File: src/hlcr_pkg.sv
// ----------------------------------------------------------------------------
// hlcr_pkg
// Shared types and codes of the layer crossfade resampler voice.
// ----------------------------------------------------------------------------
package hlcr_pkg;

	localparam int MAX_LAYERS = 4;
	localparam int LAYER_DEPTH = 16384;

	localparam logic [1:0] CMD_LOAD  = 2'd0;
	localparam logic [1:0] CMD_START = 2'd1;
	localparam logic [1:0] CMD_TICK  = 2'd2;
	localparam logic [1:0] CMD_KILL  = 2'd3;

	localparam logic [2:0] REG_LAYER_COUNT = 3'd0;
	localparam logic [2:0] REG_PITCH_STEP  = 3'd1;
	localparam logic [2:0] REG_LENGTH0     = 3'd2;
	localparam logic [2:0] REG_LENGTH1     = 3'd3;
	localparam logic [2:0] REG_LENGTH2     = 3'd4;
	localparam logic [2:0] REG_LENGTH3     = 3'd5;
	localparam logic [2:0] REG_STEREO_MASK = 3'd6;

	localparam int HW = 24;

	typedef logic signed [15:0] sample_t;
	typedef logic signed [HW-1:0] herm_t;
	typedef sample_t taps_t [4];

	typedef struct packed {
		logic start;
		logic [15:0] frac;
	} herm_req_t;

endpackage

File: src/hlcr_hermite.sv
// ----------------------------------------------------------------------------
// hlcr_hermite
// Four point cubic Hermite evaluation on one shared multiplier, Horner form,
// gives twice the interpolated value.
// ----------------------------------------------------------------------------
module hlcr_hermite
	import hlcr_pkg::*;
(
	input  logic      clk,
	input  logic      arst_n,
	input  herm_req_t req,
	input  taps_t     y,
	output logic      done,
	output herm_t     h
);

	typedef enum logic [1:0] {H_IDLE, H_MUL, H_ADD, H_FIN} hstate_t;

	hstate_t state_q;
	logic [1:0] step_q;
	herm_t c1_q, c2_q, t_q;
	sample_t y1_q;
	logic [15:0] f_q;
	logic signed [HW+16:0] p_q;
	logic signed [HW+16:0] p_rnd;
	herm_t addend;

	assign p_rnd = (p_q + (HW+17)'(32768)) >>> 16;

	always_comb begin
		unique case (step_q)
			2'd0:    addend = c2_q;
			2'd1:    addend = c1_q;
			default: addend = '0;
		endcase
	end

	always_ff @(posedge clk or negedge arst_n) begin
		if (!arst_n) begin
			state_q <= H_IDLE;
			done    <= 1'b0;
		end else begin
			done <= 1'b0;
			unique case (state_q)
				H_IDLE: begin
					if (req.start) begin
						c1_q <= HW'(y[2]) - HW'(y[0]);
						c2_q <= (HW'(y[0]) <<< 1) - HW'(y[1]) * HW'(5)
							+ (HW'(y[2]) <<< 2) - HW'(y[3]);
						t_q <= HW'(y[3]) - HW'(y[0]) + HW'(3) * (HW'(y[1]) - HW'(y[2]));
						y1_q <= y[1];
						f_q <= req.frac;
						step_q <= 2'd0;
						state_q <= H_MUL;
					end
				end
				H_MUL: begin
					p_q <= (HW+17)'(t_q * $signed({1'b0, f_q}));
					state_q <= H_ADD;
				end
				H_ADD: begin
					t_q <= HW'(p_rnd) + addend;
					step_q <= step_q + 2'd1;
					state_q <= (step_q == 2'd2) ? H_FIN : H_MUL;
				end
				H_FIN: begin
					h <= t_q + (HW'(y1_q) <<< 1);
					done <= 1'b1;
					state_q <= H_IDLE;
				end
				default: state_q <= H_IDLE;
			endcase
		end
	end

endmodule

File: config.mk
export PLATFORM = sky130hd
export DESIGN_NAME = hlcr_hermite
export DESIGN_NICKNAME = d
export VERILOG_FILES = /design/src/hlcr_pkg.sv /design/src/hlcr_hermite.sv
export SDC_FILE = /design/constraint.sdc
export NUM_CORES = 2
export LEC_CHECK = 0
export BUFFER_PORTS_ARGS = -buffer_cell sky130_fd_sc_hd__clkbuf_2
export CAP_MARGIN = 30
export CORE_MARGIN = 5
export CORE_UTILIZATION = 35
export CTS_CLUSTER_DIAMETER = 60
export DETAILED_ROUTE_END_ITERATION = 6
export MAX_ROUTING_LAYER = met4
export PLACE_DENSITY = 0.6
export SLEW_MARGIN = 10
export SYNTH_ARGS = -nofsm -noshare
export SYNTH_HDL_FRONTEND = slang
export SYNTH_SLANG_ARGS = --single-unit
File: constraint.sdc
create_clock -name clk -period 16.4 [get_ports clk]
set_input_delay 0.82 -clock clk [delete_from_list [all_inputs] [get_ports clk]]
set_output_delay 0.82 -clock clk [all_outputs]
set_load 0.02 [all_outputs]
==> impl_table.tex <==
\begin{tabular}{lr}
\hline
Metric & Value \\
\hline
\multicolumn{2}{l}{\textbf{Status}} \\
Status & finished, final reports clean \\
\multicolumn{2}{l}{\textbf{Clock network}} \\
Number of buffers created by CTS & 17 \\
Number of clock sinks seen by CTS & 150 \\
Clock tree from TritonCTS & done \\
CTS-repair resized insts & 0 \\
Number of post-CTS setup repair buffers & 0 \\
CTS clock-pin slew for the worst setup and hold paths & 0.07 ns \\
Buffer depth of the longest clock path & 2 \\
CTS Hold Bufs & 0 \\
Maximum level of the CTS H-tree & 4 \\
Root Buffer & clkbuf\_16 \\
Worst-skew pair later-pin latency & 0.46 ns \\
\multicolumn{2}{l}{\textbf{Cells and area}} \\
Final Cell Area & 29,500 µm² \\
Layout area overhead & 9.33\% \\
Share of post-route cells with drive strength above 1 & 6.28\% \\
Highest-count cells in the layout ignoring fill and taps & inv\_1 (628), fa\_1 (458), nand2\_1 (330), ha\_1 (277), and2\_1 (157) \\
Footprint of the multi-input gates & 19,900 µm² \\
Most frequent standard cell in the layout excluding fill and tap cells & inv\_1 \\
Layout Nets & 3,733 \\
Register Area & 4490 µm² \\
FILL cells & 7,674 \\
\multicolumn{2}{l}{\textbf{Floorplan}} \\
Die width & 288 µm \\
Initial standard-cell utilization of the core & 35.4\% \\
Floorplan die area & 82,700 µm² \\
Area of the core & 76,200 µm² \\
Top-Level Pins & 108 \\
Height of the die & 288 µm \\
Row cnt & 101 \\
\multicolumn{2}{l}{\textbf{Detailed routing}} \\
DRC marker count from the first detailed-route iteration & 1,073 \\
Avg WL per Cell & 16.9 µm \\
Post-DR vias/cell & 4.80 \\
Remaining antenna violation count & 0 \\
Count of unresolved DRC violations after routing & 0 \\
Total vias in the final route & 19,000 \\
Total routed wirelength & 67,000 µm \\
Drt pass-1 iters & 5 \\
\multicolumn{2}{l}{\textbf{Logic synthesis}} \\
Distinct cell type count after synthesis & 68 \\
Post-synth ARST share & 2.00\% \\
Number of standard cells after synthesis & 2,829 \\
Leading register cell type out of synthesis & edfxtp\_1 \\
Warnings from Yosys & 0 \\
Post-synth EDFFs & 147 \\
Fraction of the yosys area taken by sequential cells & 16.6\% \\
Number of synthesized register bits & 150 \\
Syn avg cell area & 9.54 µm² \\
Post-synthesis cell area & 27,000 µm² \\
Syn nets & 3,647 \\
\multicolumn{2}{l}{\textbf{Critical path}} \\
Cell-by-cell trace of the critical path & nand2\_1 > fa\_1 > fa\_1 > fa\_1 > inv\_1 > fa\_1 > fa\_1 > inv\_1 > fa\_1 > inv\_1 > ha\_1 > a211oi\_1 > nor2\_1 > a41oi\_1 > a2111oi\_0 > nor4b\_1 > o31ai\_1 > a21o\_1 > a21o\_1 > xor2\_1 \\
Cell type with the highest occurrence count on the critical path & fa\_1 \\
Setup CP Type & reg -> reg \\
WP data required & 16.60 ns \\
Worst-path cell with the longest stage delay & edfxtp\_1 \\
Critical path capture point type & register \\
Crit path arrival time & 7.65 ns \\
Critical path peak fanout & 24 \\
Largest stage delay, worst path & 0.99 ns \\
Sort of element at the start of the critical path & register \\
Worst-case register-to-register setup slack & 8.95 ns \\
\multicolumn{2}{l}{\textbf{Timing}} \\
Final number of max-transition violations & 0 \\
Final clock skew & 0.0150 ns \\
Clock period minus worst slack & 7.45 ns \\
Count of final hold-check violations & 0 \\
Timing-limited maximum frequency & 134 MHz \\
Period utilization & 45.4\% \\
Final-layout setup total negative slack & 0 ns \\
Unrepaired setup endpoints after global routing & false \\
Setup Viol. Count Final & 0 \\
Actual transition at the worst max-transition pin & 1.01 ns \\
Worst slew margin relative to its limit & 32.4\% \\
\multicolumn{2}{l}{\textbf{Global routing}} \\
Via count of the first global-routing pass & 20,200 \\
Total congestion overflow after global routing & 0 \\
GR Util All Layers & 17.1\% \\
Initial antenna violation count & 1 \\
First-pass GRT wire length & 110,000 µm \\
Maximum number of pins on one net before global-route repair & 71 \\
\multicolumn{2}{l}{\textbf{Placed design}} \\
Final Wtd Congestion & 0.884 \\
Port Buffer Count & 107 \\
Cell area reported after detailed placement & 28,800 µm² \\
DP Wirelength & 54,700 µm \\
\multicolumn{2}{l}{\textbf{Worst hold path}} \\
Worst min path class & in -> async \\
\multicolumn{2}{l}{\textbf{Run}} \\
Max-cap violations & 0 \\
\hline
\end{tabular}
[per-stage QoR]
step | cells | hold WS, ns | utilization [%] | worst slack (ns)
6_report | 3959 | 0.176 | 38.7 | 8.95
5_1_grt | 3958 | 0.175 | 38.7 | 8.42
4_1_cts | 3950 | 0.153 | 38.5 | 8.97
3_5_place_dp | 3918 | 0.554 | 37.7 | 9.02
3_3_place_gp | 3915 | 0.554 | 37.6 | 9.12
2_1_floorplan | 2829 | 0.498 | - | 10.07
[layer usage]
metal,GRT usage [%],share of wire (%)
met1,24.7,48
met2,26.3,44
met3,2.64,5.6
met4,2.73,1.6
met5,-,0
[cell type report]
class	count	area share, %
Multi-Input combinational cell	1982	67.4
Sequential cell	150	15.2
Inverter	628	7.99
Tap cell	1030	4.37
Timing Repair Buffer	136	3.08
Clock buffer	17	1.44
Clock inverter	15	0.501
Antenna cell	1	0.00848
[worst paths after layout]
check / start / endpoint / cells after the start
worst min register to register: state_q[0] / state_q[0] / 1
worst max register to register: f_q[2] / p_q[33] / 20
worst max-delay path: f_q[2] / p_q[33] / 20
worst min-delay path: arst_n / state_q[0] / 1
min in group clk: req[0] / f_q[0] / 1
max in group asynchronous: arst_n / done / 1
[state kept, by name, summed over array words and instances (netlist names)]
register / cells
p_q: 25
h: 24
t_q: 24
c2_q: 23
c1_q: 17
f_q: 16
y1_q: 16
state_q: 2
step_q: 2
done: 1
[cell families (layout without fill, tap and decap cells)]
logic type / count (synthesis) / in the layout / share of synthesized area, %
simple gates: 757 / 757 / 13.5
fa+ha+maj: 735 / 735 / 46.8
buf+inv: 697 / 796 / 9.71
compound gates: 339 / 339 / 8.33
flops: 150 / 150 / 16.6
xor+xnor: 149 / 149 / 4.89
mux: 2 / 2 / 0.0742
other cells: 0 / 1 / 0
[cell usage after synthesis (all sizes together) (4+ instances only)]
| cell type | instances | share of area [%] |
|---|---|---|
| inv | 628 | 8.7 |
| fa | 458 | 34 |
| nand2 | 330 | 4.6 |
| ha | 277 | 13 |
| and2 | 157 | 3.6 |
| edfxtp | 147 | 16 |
| a21oi | 102 | 1.9 |
| xnor2 | 90 | 2.9 |
| nor2 | 83 | 1.2 |
| o21ai | 74 | 1.4 |
| clkbuf | 66 | 0.92 |
| xor2 | 58 | 1.9 |
| a21o | 47 | 1.3 |
| nand3 | 42 | 0.78 |
| nor3 | 33 | 0.63 |
| a211oi | 19 | 0.53 |
| nand2b | 19 | 0.45 |
| nor2b | 19 | 0.44 |
| or3 | 19 | 0.44 |
| and3 | 17 | 0.39 |
| a22o | 16 | 0.52 |
| nand4 | 13 | 0.30 |
| o21bai | 10 | 0.28 |
| a2111oi | 9 | 0.43 |
| o21a | 9 | 0.25 |
| or2 | 7 | 0.16 |
| a21boi | 6 | 0.17 |
| a31oi | 5 | 0.12 |
| and4 | 5 | 0.16 |
| nand3b | 5 | 0.14 |
| a41oi | 4 | 0.13 |
| o2111ai | 4 | 0.13 |
| o31ai | 4 | 0.11 |
[critical path, delay by kind of cell (launching register included)]
family | cells | cell delay (ns)
flops | 1 | 0.99
compound gates | 6 | 1.64
xor+xnor | 1 | 0.14
buf+inv | 3 | 0.14
simple gates | 3 | 0.96
fa+ha+maj | 7 | 3.31
Power is not shown: default switching activity piles up to over one toggle a cycle in this logic, so the estimate is an artifact.
